==> src/rtl/core/bds_pkg.sv <==
// bds_pkg: shared types and constants for the 2x2 box downsampler.
// No dependencies.
package bds_pkg;

    localparam int MAX_WIDTH    = 4096;
    localparam int HEIGHT_LIMIT = 4096;
    localparam int LINE_DEPTH   = MAX_WIDTH / 2;
    localparam int IDX_W        = $clog2(LINE_DEPTH);
    localparam int CNT_W        = $clog2(MAX_WIDTH);
    localparam int DIM_W        = 13;
    localparam int PIX_W        = 8;
    localparam int PAIR_W       = PIX_W + 1;
    localparam int SUM_W        = PIX_W + 2;
    localparam int QUEUE_DEPTH  = 4;
    localparam int QPTR_W       = $clog2(QUEUE_DEPTH);

    localparam logic [0:0] REG_SOURCE_WIDTH  = 1'b0;
    localparam logic [0:0] REG_SOURCE_HEIGHT = 1'b1;

    typedef enum logic [0:0] {
        OP_STORE = 1'b0,
        OP_BLEND = 1'b1
    } op_t;

    typedef struct packed {
        op_t                kind;
        logic [IDX_W-1:0]   idx;
        logic [PAIR_W-1:0]  pair;
        logic               last;
    } job_t;

endpackage

==> src/rtl/core/bds_queue.sv <==
// bds_queue: small job FIFO between front and back.
// Depends on bds_pkg.
module bds_queue (
    input  logic          clk,
    input  logic          rst_n,
    input  logic          push,
    input  bds_pkg::job_t push_job,
    output logic          full,
    input  logic          pop,
    output bds_pkg::job_t head_job,
    output logic          empty
);
    import bds_pkg::*;

    job_t              slot_reg [QUEUE_DEPTH];
    logic [QPTR_W-1:0] wptr_reg, wptr_next;
    logic [QPTR_W-1:0] rptr_reg, rptr_next;
    logic [QPTR_W:0]   count_reg, count_next;

    assign full     = (count_reg == (QPTR_W+1)'(QUEUE_DEPTH));
    assign empty    = (count_reg == '0);
    assign head_job = slot_reg[rptr_reg];

    always_comb
    begin
        wptr_next  = push ? wptr_reg + QPTR_W'(1) : wptr_reg;
        rptr_next  = pop  ? rptr_reg + QPTR_W'(1) : rptr_reg;
        count_next = count_reg + (QPTR_W+1)'(push) - (QPTR_W+1)'(pop);
    end

    always_ff @(posedge clk)
    begin
        if (push)
            slot_reg[wptr_reg] <= push_job;
    end

    always_ff @(posedge clk or negedge rst_n)
    begin
        if (!rst_n)
        begin
            wptr_reg  <= '0;
            rptr_reg  <= '0;
            count_reg <= '0;
        end
        else
        begin
            wptr_reg  <= wptr_next;
            rptr_reg  <= rptr_next;
            count_reg <= count_next;
        end
    end

endmodule

==> config.mk <==
export PLATFORM = sky130hd
export DESIGN_NAME = bds_queue
export DESIGN_NICKNAME = d
export VERILOG_FILES = /design/src/rtl/core/bds_pkg.sv /design/src/rtl/core/bds_queue.sv
export SDC_FILE = /design/constraint.sdc
export NUM_CORES = 1
export LEC_CHECK = 0
export BUFFER_PORTS_ARGS = -buffer_cell sky130_fd_sc_hd__clkbuf_2
export CAP_MARGIN = 20
export CORE_ASPECT_RATIO = 1.5
export CORE_MARGIN = 4
export CORE_UTILIZATION = 60
export CTS_CLUSTER_DIAMETER = 60
export CTS_CLUSTER_SIZE = 20
export DETAILED_ROUTE_END_ITERATION = 8
export PLACE_DENSITY = 0.83
export SKIP_LAST_GASP = 1
export SLEW_MARGIN = 20
export SYNTH_ARGS = -nofsm -noshare
export SYNTH_HDL_FRONTEND = slang
export SYNTH_SLANG_ARGS = --single-unit
==> constraint.sdc <==
create_clock -name clk -period 3.6 [get_ports clk]
set_clock_uncertainty 0.05 [all_clocks]
set_input_delay 0.54 -clock clk [delete_from_list [all_inputs] [get_ports clk]]
set_output_delay 0.54 -clock clk [all_outputs]
set_load 0.01 [all_outputs]
After elaboration in Yosys (flattened, before gate mapping)
Memory sizes are Yosys's and may differ from the RTL's.
Index checks and enable logic that the tools add are counted.
{"block": "word_totals", "romBits": 0, "mem_bits_rw": 88, "register_bits": 7, "latchBits": 0, "wordCells": 12, "mem_count": 1, "inputBits": 26, "out_inout_bits": 24}
{"memory": "slot_reg", "depth": 4, "width": 22, "read_ports": 1, "rd_clocked_by_memory_dff": 0, "write_ports": 1, "line_no": "bds_queue.sv:15", "text": "job_t slot_reg [QUEUE_DEPTH];"}
{"block": "classes", "magnitude_cmp": 0, "addsub": 4, "n_bitwise": 0, "shifts": 0, "n_div": 0, "muxes": 2, "n_reduce_logical": 1, "eq_ne": 1, "multipliers": 0}
{"cell": "2-bit by 1-bit adder with 2-bit output, second input constant", "count": 2}
{"cell": "3-bit by 1-bit adder with 3-bit output", "count": 1}
{"cell": "3-bit equality test, second input constant", "count": 1}
{"cell": "3-bit zero test", "count": 1}
{"cell": "3-bit by 1-bit subtractor with 3-bit output", "count": 1}
{"cell": "1-bit 2-to-1 mux", "count": 2}

Longest topological paths before layout
{"block": "depth", "word_depth": 2, "mapped_depth": 6, "ltp_nobuf": 6}

Worst setup path before layout
No wires, ideal clock.
{"block": "synth_path", "path_type": "register -> output", "from": "reg rptr_reg[0]", "to": "out head_job[10] (netlist name)", "n_path_buf": 2, "path_slack_ns": 1.889, "path_stages_with_launch": 4, "arrival_time_ns": 1.121, "t_required_ns": 3.010, "cell_sequence": "dfrtp_1 > buf_6 > buf_12 > mux4_2"}
{"item": "start: declaration", "line_no": "bds_queue.sv:17", "text": "logic [QPTR_W-1:0] rptr_reg, rptr_next;"}
{"item": "start signal: assignment", "line_no": "bds_queue.sv:48", "text": "rptr_reg <= rptr_next;"}
{"item": "end: declaration", "line_no": "bds_queue.sv:10", "text": "output bds_pkg::job_t head_job,"}

==> impl_metrics.yaml <==
sta:
  fin_ws_ns: 0.920
  setup_violations: 0
  worstMarginPinSlew_ns: 0.989
  hold_viol_final: 0
  slew_headroom_pct: 34.1
  whs_ns: 0.358
  rsz0062_at_grt: "false"
  min_period_ns: 2.68
  maxSlewViolCount: 0
  fmax_mhz: 373
  timing.setup.tns_ns: 0
  fin_crit_sh_pct: 74.4
floorplan:
  die_x_um: 71.2
  fp.coreArea_sq_mm: 0.00583
  io_pins: 50
  die_h_um: 103
  num_rows: 34
  start_util_pct: 61.8
  die-area_sq_mm: 0.00733
global_route:
  grt_busiest_layer: "met2"
  use_met3_pct: 4.78
  antenna_found_initial: 0
  grt_max_degree: 24
  first_global_vias: 1739
  grt_overflow: 0
  grt_util_met2_pct: 30.5
  track_usage_pct: 17.5
  use_met1_pct: 20.9
  grt_pass1_wl_um: 9180
worst_setup_path:
  critPathMaxStageDelay_ns: 0.78
  cpMaxStageDelayCell: "dfrtp_1"
  cp_cell_sequence: "buf_12 > mux4_1 > clkbuf_2"
  worstSetupPathType: "flip-flop to output port"
  arrival_ns: 2.09
  worst-path-max-fanout: 14
  critPathLaunchType: "flip-flop"
  rr_startpoint: "wptr_reg[0]$_DFFE_PN0P_"
  critPathLaunch: "rptr_reg[0]$_DFFE_PN0P_"
  end_kind: "output port"
  crit_required_ns: 3.01
synth:
  synth_flop_cell: "edfxtp_1"
  ys_top_cells_by_area: "edfxtp_1 73%, mux4_2 11%, dfrtp_1 4.9%"
  synth-simple-area-share_pct: 1.22
  yosys.cell_types.count: 17
  synth_cells: 149
  synth_edf_count: 88
  synth_top_family_by_area: "multiplexers"
  synth_top_cell_by_area: "edfxtp_1"
  yosysSeqAreaShare_pct: 78.3
  synth_area_sq_mm: 0.00360
  async_flop_share_pct: 7.37
  synthXorXnorAreaFrac_pct: 1.22
  postSynthNetCount: 182
  syn_area_per_cell_sq_um: 24.2
  yosys_warnings: 0
  netlist.area_leader.share_pct: 73.4
  synth_most_common_cell: "edfxtp_1"
  synth-compound-area-share_pct: 0.139
  synth_seq_cells: 95
  ys_top_cells_by_count: "88 x edfxtp_1, 18 x mux4_2, 7 x dfrtp_1, 6 x ha_1, 6 x inv_1"
  synthAdderAreaFrac_pct: 2.64
  muxShareOfSynthArea_pct: 14.2
place:
  gp_congestion: 0.717
  io_buffer_count: 49
  pre_cts_slack_ns: 1.26
  dp_cells: 266
  dp_hpwl_um: 3930
clock_tree:
  cts_sinks: 95
  numCtsBuffers: 9
  insertion_delay_ns: 0.34
  post-cts-setup-buffers: 0
  clk_transition_reported_paths_ns: 0.09
  cts_tree: "done"
  cts.path.max_buffers: 2
  cts-root-buf: "clkbuf_8"
  h-tree-depth: 3
hold_path:
  hold_start: "push_job[7]"
  hold_path_class: "input pin to flip-flop"
drt:
  first_iter_violations: 168
  num_vias: 1607
  drt.antenna.violating_nets: 0
  vias_per_cell: 5.68
  wl_per_cell_um: 20.5
  drc: 0
  routed_wl_um: 5790
  first_pass_iters: 4
final_layout:
  syn_to_final_growth_pct: 13.5
  n_antenna_cell: 0
  largest_reg_flops: 88
  nets: 239
  drive_above_1_share_pct: 40.8
  final_cells: 283
  fill_cells: 356
pwr:
  leakagePower_nw: 1.48
  irDropWorstVdd_mv: 0.457
  p_per_area_mw_per_mm2: 763
flow_run:
  cap_violations: 0
status:
  outcome: "complete, no violations"
## layout make-up
type                            count  area (sq um)  area share, %
Sequential cell                    95          2820           69.0
Inverter                            6          22.5          0.551
Clock inverter                      4          21.3          0.521
Clock buffer                       12           155           3.80
Timing Repair Buffer               51           275           6.74
Multi-Input combinational cell     43           703           17.2
Tap cell                           72          90.1           2.21
## placed cells by master (no fill, tap or decap)
| master | synthesis | routed |
|---|---|---|
| clkbuf_8 | 0 | 11 |
| nand2_1 | 2 | 2 |
| nor3_1 | 1 | 1 |
| clkinv_1 | 0 | 1 |
| inv_1 | 6 | 6 |
| mux4_2 | 18 | 18 |
| xor2_1 | 3 | 3 |
| fa_1 | 1 | 1 |
| xnor2_1 | 2 | 2 |
| o21ai_0 | 1 | 1 |
| clkbuf_1 | 0 | 1 |
| mux4_1 | 4 | 4 |
| dlygate4sd3_1 | 0 | 1 |
| buf_12 | 2 | 1 |
| dfrtp_1 | 7 | 7 |
| ha_1 | 6 | 6 |
| edfxtp_1 | 88 | 88 |
| clkinv_2 | 0 | 2 |
| and3_1 | 1 | 1 |
| and2_2 | 0 | 4 |
| clkbuf_2 | 0 | 49 |
| clkinvlp_4 | 0 | 1 |
## through the flow
| step | cell area (sq um) | util, % | power, mW |
|---|---|---|---|
| after floorplan | 3600 | - | 2.24 |
| after global placement | 3890 | 66.8 | 2.48 |
| after detailed placement | 3890 | 66.8 | 2.56 |
| after CTS | 4080 | 70.0 | 3.16 |
| after global routing | 4090 | 70.1 | 3.29 |
| final | 4090 | 70.1 | 3.12 |
## routing by layer
metal | vias up | share of wire, % | routed length (um)
met5 | - | 0 | 0
met4 | 0 | 1.0 | 60
met3 | 7 | 5.9 | 343
met2 | 63 | 56 | 3260
met1 | 809 | 37 | 2130
li1 | 728 | - | -
## critical path, delay by kind of cell (launching register included)
family   cells  cell delay (ns)
buf+inv      2             0.40
mux          1             0.56
flops        1             0.78
## report_power, final
part	internal (mW)	total, mW	switching, mW	leakage (nW)
combinational	0.461	0.897	0.436	0.501
clock	0.284	0.608	0.324	0.0898
sequential	1.46	1.61	0.156	0.890
total	2.20	3.12	0.916	1.48
## what timing repair did
action,in CTS,in global routing
hold buffers,1,0
resized for setup,0,0
hold endpoints to repair,7,0
## cells by family after synthesis
kind of cell / Yosys count
mux: 22
fa+ha+maj: 7
xor+xnor: 5
flops: 95
compound gates: 1
buf+inv: 11
simple gates: 8
## path summary, 6_finish.rpt
path                                             end  slack [ns]  cells after the start
min                         slot_reg[2][7]$_DFFE_PP_        0.36                      1
max reg2reg                slot_reg[0][16]$_DFFE_PP_        1.94                      3
min reg2reg                  wptr_reg[0]$_DFFE_PN0P_        0.50                      1
min in group asynchronous     count_reg[2]$_DFF_PN0_        0.51                      2
max                                     head_job[21]        0.92                      3
max in group asynchronous    rptr_reg[0]$_DFFE_PN0P_        2.82                      2
(Power assumes the default switching activity.)
