<file path="config.mk">
export PLATFORM = sky130hd
export DESIGN_NAME = bds_front
export DESIGN_NICKNAME = d
export VERILOG_FILES = /design/src/rtl/core/bds_pkg.sv /design/src/rtl/core/bds_front.sv
export SDC_FILE = /design/constraint.sdc
export NUM_CORES = 1
export LEC_CHECK = 0
export ABC_AREA = 1
export BUFFER_PORTS_ARGS = -buffer_cell sky130_fd_sc_hd__buf_2
export CAP_MARGIN = 20
export CORE_ASPECT_RATIO = 1.5
export CORE_MARGIN = 4
export CORE_UTILIZATION = 50
export CTS_CLUSTER_SIZE = 40
export DETAILED_ROUTE_END_ITERATION = 8
export PLACE_DENSITY = 0.73
export SETUP_SLACK_MARGIN = 0.3
export SYNTH_ARGS = -nofsm -noshare
export SYNTH_HDL_FRONTEND = slang
export SYNTH_SLANG_ARGS = --single-unit
</file>
<file path="constraint.sdc">
create_clock -name clk -period 3.6 [get_ports clk]
set_clock_uncertainty 0.15 [all_clocks]
set_input_delay 0.9 -clock clk [delete_from_list [all_inputs] [get_ports clk]]
set_output_delay 0.9 -clock clk [all_outputs]
set_load 0.05 [all_outputs]
</file>
<file path="src/rtl/core/bds_pkg.sv">
// bds_pkg: shared types and constants for the 2x2 box downsampler.
// No dependencies.
package bds_pkg;

    localparam int MAX_WIDTH    = 4096;
    localparam int HEIGHT_LIMIT = 4096;
    localparam int LINE_DEPTH   = MAX_WIDTH / 2;
    localparam int IDX_W        = $clog2(LINE_DEPTH);
    localparam int CNT_W        = $clog2(MAX_WIDTH);
    localparam int DIM_W        = 13;
    localparam int PIX_W        = 8;
    localparam int PAIR_W       = PIX_W + 1;
    localparam int SUM_W        = PIX_W + 2;
    localparam int QUEUE_DEPTH  = 4;
    localparam int QPTR_W       = $clog2(QUEUE_DEPTH);

    localparam logic [0:0] REG_SOURCE_WIDTH  = 1'b0;
    localparam logic [0:0] REG_SOURCE_HEIGHT = 1'b1;

    typedef enum logic [0:0] {
        OP_STORE = 1'b0,
        OP_BLEND = 1'b1
    } op_t;

    typedef struct packed {
        op_t                kind;
        logic [IDX_W-1:0]   idx;
        logic [PAIR_W-1:0]  pair;
        logic               last;
    } job_t;

endpackage

</file>
<file path="src/rtl/core/bds_front.sv">
// bds_front: size registers, raster position tracking and pair summing.
// Emits one job per odd column. Depends on bds_pkg.
module bds_front (
    input  logic                      clk,
    input  logic                      rst_n,
    input  logic                      cfg_wen,
    input  logic [0:0]                cfg_index,
    input  logic [bds_pkg::DIM_W-1:0] cfg_data,
    input  logic                      s_tvalid,
    output logic                      s_tready,
    input  logic [bds_pkg::PIX_W-1:0] s_tdata,
    output logic                      q_push,
    output bds_pkg::job_t             q_job,
    input  logic                      q_full
);
    import bds_pkg::*;

    logic [DIM_W-1:0]  width_reg, width_next;
    logic [DIM_W-1:0]  height_reg, height_next;
    logic [CNT_W-1:0]  col_reg, col_next;
    logic [CNT_W-1:0]  row_reg, row_next;
    logic [PIX_W-1:0]  held_reg, held_next;
    logic [DIM_W-1:0]  w_eff, h_eff;
    logic [DIM_W-1:0]  col_inc, row_inc;
    logic              accept;

    assign s_tready = !q_full;
    assign accept   = s_tvalid && s_tready;

    always_comb
    begin
        if (width_reg < DIM_W'(2))
            w_eff = DIM_W'(2);
        else if (width_reg > DIM_W'(MAX_WIDTH))
            w_eff = DIM_W'(MAX_WIDTH);
        else
            w_eff = width_reg;
        if (height_reg < DIM_W'(2))
            h_eff = DIM_W'(2);
        else if (height_reg > DIM_W'(HEIGHT_LIMIT))
            h_eff = DIM_W'(HEIGHT_LIMIT);
        else
            h_eff = height_reg;
    end

    assign col_inc = DIM_W'(col_reg) + DIM_W'(1);
    assign row_inc = DIM_W'(row_reg) + DIM_W'(1);

    always_comb
    begin
        width_next  = width_reg;
        height_next = height_reg;
        if (cfg_wen)
        begin
            unique case (cfg_index)
                REG_SOURCE_WIDTH:  width_next  = cfg_data;
                REG_SOURCE_HEIGHT: height_next = cfg_data;
                default:           width_next  = width_reg;
            endcase
        end
    end

    always_comb
    begin
        col_next  = col_reg;
        row_next  = row_reg;
        held_next = held_reg;
        if (accept)
        begin
            if (!col_reg[0])
                held_next = s_tdata;
            if (col_inc >= w_eff)
            begin
                col_next = '0;
                row_next = (row_inc >= h_eff) ? '0 : row_inc[CNT_W-1:0];
            end
            else
            begin
                col_next = col_inc[CNT_W-1:0];
            end
        end
    end

    always_comb
    begin
        q_push     = accept && col_reg[0];
        q_job.kind = row_reg[0] ? OP_BLEND : OP_STORE;
        q_job.idx  = col_reg[CNT_W-1:1];
        q_job.pair = PAIR_W'(held_reg) + PAIR_W'(s_tdata);
        q_job.last = (DIM_W'(col_reg) == {w_eff[DIM_W-1:1], 1'b0} - DIM_W'(1))
                  && (DIM_W'(row_reg) == {h_eff[DIM_W-1:1], 1'b0} - DIM_W'(1));
    end

    always_ff @(posedge clk or negedge rst_n)
    begin
        if (!rst_n)
        begin
            width_reg  <= DIM_W'(640);
            height_reg <= DIM_W'(480);
            col_reg    <= '0;
            row_reg    <= '0;
            held_reg   <= '0;
        end
        else
        begin
            width_reg  <= width_next;
            height_reg <= height_next;
            col_reg    <= col_next;
            row_reg    <= row_next;
            held_reg   <= held_next;
        end
    end

endmodule

</file>
Yosys cells after proc, flatten, opt, wreduce, memory -nomap -nowiden

Cells that the tools add are included.

Bits in latches: 0
Memories kept: 0
Input port bits: 27
Output and inout bits: 24
RAM bits: 0
Word-level logic and storage cells: 35
Flip-flop bits (word level): 58
Bits in read-only memories: 0

$add $sub $neg: 5
Eq/ne operators: 2
Div/mod/pow operators: 0
Reductions and logical operators: 8
Multipliers: 0
Bitwise gates (word level): 2
Mux-type cells: 7
Shift-type cells: 0
$lt $le $gt $ge: 6

Operators with widths:

| cell                                                        | count |
|---|---|
| 2-to-1 mux 13 bit                                           | 4 |
| adder 12 x 1 -> 13 bit, second input constant               | 2 |
| == test 12 x 13 -> 1 bit                                    | 2 |
| >= comparator 13 bit                                        | 2 |
| greater-than comparator 13 bit, second input constant       | 2 |
| less-than comparator 13 x 2 -> 1 bit, second input constant | 2 |
| subtractor 13 x 1 -> 13 bit, second input constant          | 2 |
| 2-to-1 mux 12 bit                                           | 2 |
| adder 8 x 8 -> 9 bit                                        | 1 |
| AND reduction 2 bit                                         | 4 |
| logical AND 1 bit                                           | 3 |
| inverter 1 bit                                              | 2 |
| zero test 1 bit                                             | 1 |
| 2-to-1 mux 1 bit                                            | 1 |

Longest topological paths before layout

Gate-level depths: netlist (run 1).

Depth in word-level cells: 6
Mapped depth: 21
Depth with buffers taken out: 21

Least setup slack after synthesis (run 1)

No wires, ideal clock.

Kind: flip-flop to output port
Start: register width_reg[4]
End: output q_job[0] (netlist name)
Data required time: 2.550 ns
Arrival: 2.890 ns
Path buffers: 0
Cell stages (with the launch flop): 22
Path slack: -0.340 ns
Cells stage by stage: dfrtp_1 -> nor2_1 -> nand2_1 -> nor2_2 -> nand2_1 -> nand2_2 -> nand2_1 -> nand2_1 -> inv_2 -> ha_1 -> nand2_1 -> and3_1 -> o221ai_1 -> a21oi_1 -> nand2_1 -> nor2_1 -> nand2_1 -> nor2_1 -> nand2_1 -> nor2_1 -> nand2_1 -> nor2_1

RTL lines:

| item                     | line             | text |
|---|---|---|
| start: declaration       | bds_front.sv:18  | `logic [DIM_W-1:0] width_reg, width_next;` |
| start signal: assignment | bds_front.sv:106 | `width_reg <= width_next;` |
| end: declaration         | bds_front.sv:13  | `output bds_pkg::job_t q_job,` |

==> results.ini, run 1 <==
[detailed_routing]
ant_nets=0
drtIter0Drc=232
post_drt_wl_per_cell_um=15.1
vias=4801
drt-pass1-iter-count=4
avgViaCountPerCell=5.34
drc=0
wl_um=13500

[synthesis]
ys.flop_type=dfrtp_1
synth_cell_types=41
syn_inst=683
syn_nets=749
synth_edf_count=0
synthTopCellsByArea=dfrtp_1, nand2_1, ha_1
ys_ff_latch=58
synth_area_sq_mm=0.00477
yosys.cell_count.top_type=nand2_1
yosysSeqAreaShare_pct=30.6
yosysTopAreaCell=dfrtp_1
syn_avg_cell_area_sq_um=6.99
yosysTopAreaCellShare_pct=27.3
synth_common_cells=nand2_1, inv_1, nor2_1
ys_warn_count=0
async_flop_share_pct=100

[clocking]
insertion_delay_ns=0.34
cts.sinks=58
cts_max_level=3
cts_root_buffer=clkbuf_16
cts_hold_buf=0
clk_pin_slew_ns=0.05
cts_buffers=9
cts_buffer_depth=2
cts_tree=built

[status]
outcome=finished with violations
violations=negative setup slack

[worst_setup_path]
max_stage_delay_ns=0.38
regToRegSetupSlack_ns=0.44
crit_path_cell_trace=nor2_1 -> nand2_1 -> nor2_2 -> nand2_1 -> nand2_2 -> buf_6 -> nand2_4 -> ha_4 -> nand2_1 -> and3_1 -> o221ai_2 -> a21oi_1 -> nand2_1 -> nor2_1 -> nand2_1 -> nor2_1 -> nand2_1 -> nor2_1 -> nand2_1 -> nor2_4 -> buf_6
crit_required_ns=2.55
path_depth=21
crit_path_start_kind=flop
crit_top_cell=nand2_1
critPathTopFamily=simple AND/OR/NAND/NOR gates
reg2reg_from=col_reg[3]$_DFFE_PN0P_
crit_path_end_kind=output port
cp_max_fo=4
r2r_cells=15
r2r_end=row_reg[1]$_DFFE_PN0P_
crit_type=reg -> out
slowest_stage=dfrtp_1
path_buf_inv=2
crit_arrival_ns=2.79

[global_route]
grt_start_max_net_pins=27
grt_pass1_wl_um=22600
grt_usage_pct=25.8
grt_antenna_before_repair=0
grt_pass1_vias=4938
overflow=0

[final_layout]
diodes=0
syn_to_final_growth_pct=29.2
drive_gt1_share_pct=27.4
final-instance-count-excl-fill=899
fillerInstances=795
fin_nets=848
post-route-util_pct=66.3

[timing]
period_minus_slack_ns=3.84
setup_viol=1
rsz0062_at_grt=true
slew_headroom_pct=54.8
max_slew.worst_pin.slew_ns=0.676
hold_viol=0
timing.final.crit_share_pct=107
whs_ns=0.355
fin_ws_ns=-0.239
maxSlewViolCount=0
fmax_ghz=0.260

[power_and_ir_drop]
powerDensity_mw_per_mm2=739
finalPower_w=0.00456
p_leak_nw=3.30
vdd.ir_drop.worst_mv=0.822

[place]
placed_cells=862
dp_worst_setup_slack_ns=-0.0187
gp_congestion=0.926
hpwlAfterDp_um=10400
numPortBuffers=50

[floorplan]
die_area_sq_mm=0.0112
core_sq_mm=0.00931
io_pins=51
die-width_um=87.8
die_h_um=128
start_util_pct=51.3
num_rows=43

[worst_hold_path]
hold_path_class=in -> async

[job]
drv_cap=0

power by group:
part / switching, W / leakage, nW / internal, W / total, W
logic: 0.00165 / 2.43 / 0.00105 / 0.00269
clock network: 0.000328 / 0.149 / 0.000552 / 0.000881
registers: 0.000171 / 0.723 / 0.000813 / 0.000984
total: 0.00215 / 3.30 / 0.00241 / 0.00456
worst max-delay path by stage:
stage / startpoint / end / slack (ns)
global route: width_reg[6]$_DFFE_PN0P_ / q_job[0] / -0.52
global placement: s_tdata[0] / q_job[9] / 0.02
finish: width_reg[6]$_DFFE_PN0P_ / q_job[0] / -0.24
CTS: width_reg[2]$_DFFE_PN0P_ / q_job[0] / -0.25
detailed placement: s_tdata[2] / q_job[8] / -0.02
floorplan: width_reg[6]$_DFFE_PN0P_ / q_job[0] / 0.14
stage by stage:
step	instance area, sq um	TNS [ns]
after floorplan	4940	0
after global placement	5480	0
after detailed placement	5480	-0.0352
after CTS	5990	-0.249
after global routing	6170	-0.519
final	6170	-0.239
final cells by class:
class / count / area (sq um) / area share, %
tap: 112 / 140 / 2.27
sequential: 58 / 1470 / 23.7
clock inverter: 5 / 53.8 / 0.872
inverter: 101 / 387 / 6.27
clock buffer: 11 / 243 / 3.93
multi-input combinational: 501 / 3070 / 49.7
timing repair buffer: 111 / 813 / 13.2
routing by layer:
layer	up-vias	routed length (um)	global-route usage (%)	part of all wire, %
li1	2383	-	-	-
met1	2251	5050	26.8	37
met2	120	7410	47.5	55
met3	47	450	4.69	3.3
met4	0	621	13.7	4.6
met5	-	0	0	0
logic make-up (layout without fill, tap and decap cells):
| logic type | Yosys count | count (layout) | share of synthesized area (%) |
|---|---|---|---|
| buffers and inverters | 124 | 228 | 11.6 |
| xor gates and xnor gates | 29 | 29 | 5.32 |
| adders and majority gates | 39 | 39 | 10.4 |
| muxes | 7 | 7 | 1.65 |
| and+or+nand+nor | 333 | 333 | 29.4 |
| DFF | 58 | 58 | 30.6 |
| AOI/OAI and AO/OA | 93 | 93 | 11.1 |
placed cells by master (no fill, tap or decap), types with 7 or more instances in the layout:
| master | netlist | final |
|---|---|---|
| nor2_1 | 68 | 59 |
| xor2_1 | 24 | 19 |
| buf_6 | 2 | 10 |
| inv_1 | 99 | 96 |
| nand3_1 | 40 | 36 |
| buf_4 | 12 | 54 |
| nor2_2 | 3 | 9 |
| a21oi_2 | 0 | 7 |
| o21ai_0 | 45 | 40 |
| clkbuf_16 | 0 | 9 |
| a21oi_1 | 19 | 11 |
| buf_2 | 1 | 42 |
| nand4_1 | 10 | 10 |
| nand2_2 | 10 | 14 |
| nand2_1 | 188 | 182 |
| mux2_2 | 7 | 7 |
| o22ai_1 | 9 | 9 |
| dfrtp_1 | 52 | 47 |
| ha_1 | 38 | 32 |
what timing repair did:
item | in CTS | in global routing
endpoints found under the setup margin | 27 | 29
pin swaps | 27 | 22
gates resized for setup | 37 | 32
hold endpoints to repair | 0 | 0
buffers inserted | 12 | 9
No activity file was read; power rests on OpenSTA's default activity.
==> run 2: changes to the inputs <==
- SETUP_SLACK_MARGIN: 0.3 -> 0.1
- SKIP_CTS_REPAIR_TIMING: default -> 1
==> results.ini, run 2 (synthesis results as in run 1) <==
[status]
outcome=finished with violations  ; unchanged
violations=negative setup slack  ; unchanged

[worst_setup_path]
cp_max_fo=3  ; was 4
crit_type=reg -> out  ; unchanged
slowest_stage=dfrtp_1  ; unchanged
crit_top_cell=nand2_1  ; unchanged
crit_path_cell_trace=nor2_1 -> nand2_1 -> nor2_2 -> nand2_1 -> nand2_2 -> buf_6 -> nand2_4 -> ha_4 -> nand2_2 -> and3_4 -> o221ai_2 -> a21oi_1 -> nand2_1 -> nor2_1 -> nand2_1 -> nor2_1 -> nand2_1 -> nor2_1 -> nand2_1 -> nor2_4 -> buf_8  ; was nor2_1 -> nand2_1 -> nor2_2 -> nand2_1 -> nand2_2 -> buf_6 -> nand2_4 -> ha_4 -> nand2_1 -> and3_1 -> o221ai_2 -> a21oi_1 -> nand2_1 -> nor2_1 -> nand2_1 -> nor2_1 -> nand2_1 -> nor2_1 -> nand2_1 -> nor2_4 -> buf_6
path_depth=21  ; unchanged
crit_arrival_ns=2.85  ; was 2.79 ns
crit_path_end_kind=output port  ; unchanged
max_stage_delay_ns=0.40  ; was 0.38 ns
crit_required_ns=2.55  ; about the same
crit_path_start_kind=flop  ; unchanged
r2r_cells=17  ; was 15
path_buf_inv=2  ; unchanged
critPathTopFamily=simple AND/OR/NAND/NOR gates  ; unchanged

[clocking]
insertion_delay_ns=0.33  ; was 0.34 ns
cts_buffer_depth=2  ; unchanged
cts_max_level=3  ; unchanged
cts_tree=built  ; unchanged
clk_pin_slew_ns=0.05  ; about the same
cts_buffers=9  ; unchanged
cts.sinks=58  ; unchanged
cts_root_buffer=clkbuf_16  ; unchanged

[floorplan]
die_area_sq_mm=0.0112  ; unchanged
core_sq_mm=0.00931  ; unchanged
num_rows=43  ; unchanged
io_pins=51  ; unchanged
start_util_pct=51.3  ; unchanged
die-width_um=87.8  ; unchanged
die_h_um=128  ; unchanged

[global_route]
grt_pass1_vias=4826  ; was 4938
grt_pass1_wl_um=21400  ; was 22600 um
grt_usage_pct=24.0  ; was 25.8%
overflow=0  ; unchanged
grt_start_max_net_pins=27  ; unchanged
grt_antenna_before_repair=0  ; unchanged

[timing]
rsz0062_at_grt=true  ; unchanged
timing.final.crit_share_pct=108  ; was 107%
period_minus_slack_ns=3.90  ; was 3.84 ns
whs_ns=0.330  ; was 0.355 ns
maxSlewViolCount=0  ; unchanged
max_slew.worst_pin.slew_ns=0.668  ; was 0.676 ns
setup_viol=1  ; unchanged
hold_viol=0  ; unchanged
fmax_ghz=0.256  ; was 0.260 GHz
slew_headroom_pct=55.4  ; was 54.8%
fin_ws_ns=-0.304  ; was -0.239 ns

[final_layout]
drive_gt1_share_pct=25.0  ; was 27.4%
regArea_sq_mm=0.00146  ; was 0.00147 sq mm
diodes=0  ; unchanged
post-route-util_pct=65.3  ; was 66.3%
final_common_cell=nand2_1  ; unchanged
syn_to_final_growth_pct=27.3  ; was 29.2%
layout_common_cells=nand2_1, inv_1, nor2_1  ; unchanged
multi_input_area_sq_mm=0.00295  ; was 0.00307 sq mm
fin_nets=849  ; was 848
fillerInstances=795  ; unchanged

[detailed_routing]
avgViaCountPerCell=5.24  ; was 5.34
drc=0  ; unchanged
drt-pass1-iter-count=5  ; was 4
post_drt_wl_per_cell_um=14.4  ; was 15.1 um
drtIter0Drc=195  ; was 232
wl_um=13000  ; was 13500 um
vias=4715  ; was 4801
ant_nets=0  ; unchanged

[power_and_ir_drop]
p_leak_nw=3.29  ; was 3.30 nW
powerDensity_mw_per_mm2=742  ; was 739 mW/mm^2
vdd.ir_drop.worst_mv=0.737  ; was 0.822 mV

[job]
drv_cap=0  ; unchanged

[place]
numPortBuffers=50  ; unchanged
hpwlAfterDp_um=10100  ; was 10400 um
gp_congestion=0.958  ; was 0.926

[worst_hold_path]
hold_path_class=in -> async  ; unchanged

==> run 2: changes by cell type in the layout (fill, tap and decap cells not counted), sizes merged <==
cell / before / now
buf: 111 / 110
bufinv: 1 / 3
clkinv: 5 / 1
clkinvlp: 0 / 4
==> run 2: area by class of cell <==
type	count	area share (%)
clock inverter	6	1.87
multi-input combinational	501	48.6
tap	112	2.31
timing repair buffer	111	12.8
inverter	101	6.30
sequential	58	24.1
clock buffer	10	3.93
timing repair inverter	1	0.124
==> run 2: worst paths after layout <==
kind	startpoint	to	slack, ns
setup / recovery	width_reg[5]$_DFFE_PN0P_	q_job[0]	-0.30
hold / removal	rst_n	row_reg[7]$_DFFE_PN0P_	0.33
max in group asynchronous	rst_n	width_reg[9]$_DFFE_PN1P_	2.26
setup reg to reg	col_reg[1]$_DFFE_PN0P_	row_reg[8]$_DFFE_PN0P_	0.38
min in group clk	held_reg[5]$_DFFE_PN0P_	held_reg[5]$_DFFE_PN0P_	0.36
hold reg to reg	held_reg[5]$_DFFE_PN0P_	held_reg[5]$_DFFE_PN0P_	0.36
==> run 2: worst register-to-register path: stages, from the launching register on <==
cell and delay [ns]:
dfrtp_2 0.42, ha_1 0.19, nand2_1 0.11, nor2_2 0.16, nand2_1 0.11, nor2_2 0.15
nand3_1 0.14, xor2_1 0.22, inv_1 0.07, ha_1 0.33, a21oi_1 0.15, o21ai_0 0.11
a21oi_2 0.16, nand3_2 0.16, nand2_4 0.16, clkinvlp_4 0.17, nand2_1 0.11, nand2_1 0.05
==> run 2: stage by stage <==
stage	TNS, ns	instance area [sq um]	worst slack (ns)	power (W)	cells
floorplan	-0.00233	4830	-0.00233	0.00269	683
global placement	-0.215	5420	-0.0747	0.00318	870
detailed placement	-0.372	5420	-0.119	0.00325	870
CTS	-0.795	5770	-0.503	0.00428	886
global route	-0.535	6080	-0.499	0.00483	900
finish	-0.304	6080	-0.304	0.00451	900
==> run 2: per-layer routing <==
| metal | GRT usage [%] | vias to the layer above | wire (um) |
|---|---|---|---|
| met1 | 25.4 | 2192 | 5060 |
| met2 | 43.9 | 95 | 6820 |
| li1 | - | 2382 | - |
| met3 | 3.92 | 46 | 387 |
| met5 | 0 | - | 0 |
| met4 | 13.4 | 0 | 687 |
==> run 2: report_power, final <==
group / internal (W) / switching [W]
logic: 0.000946 / 0.00158
clock network: 0.000695 / 0.000317
registers: 0.000811 / 0.000158
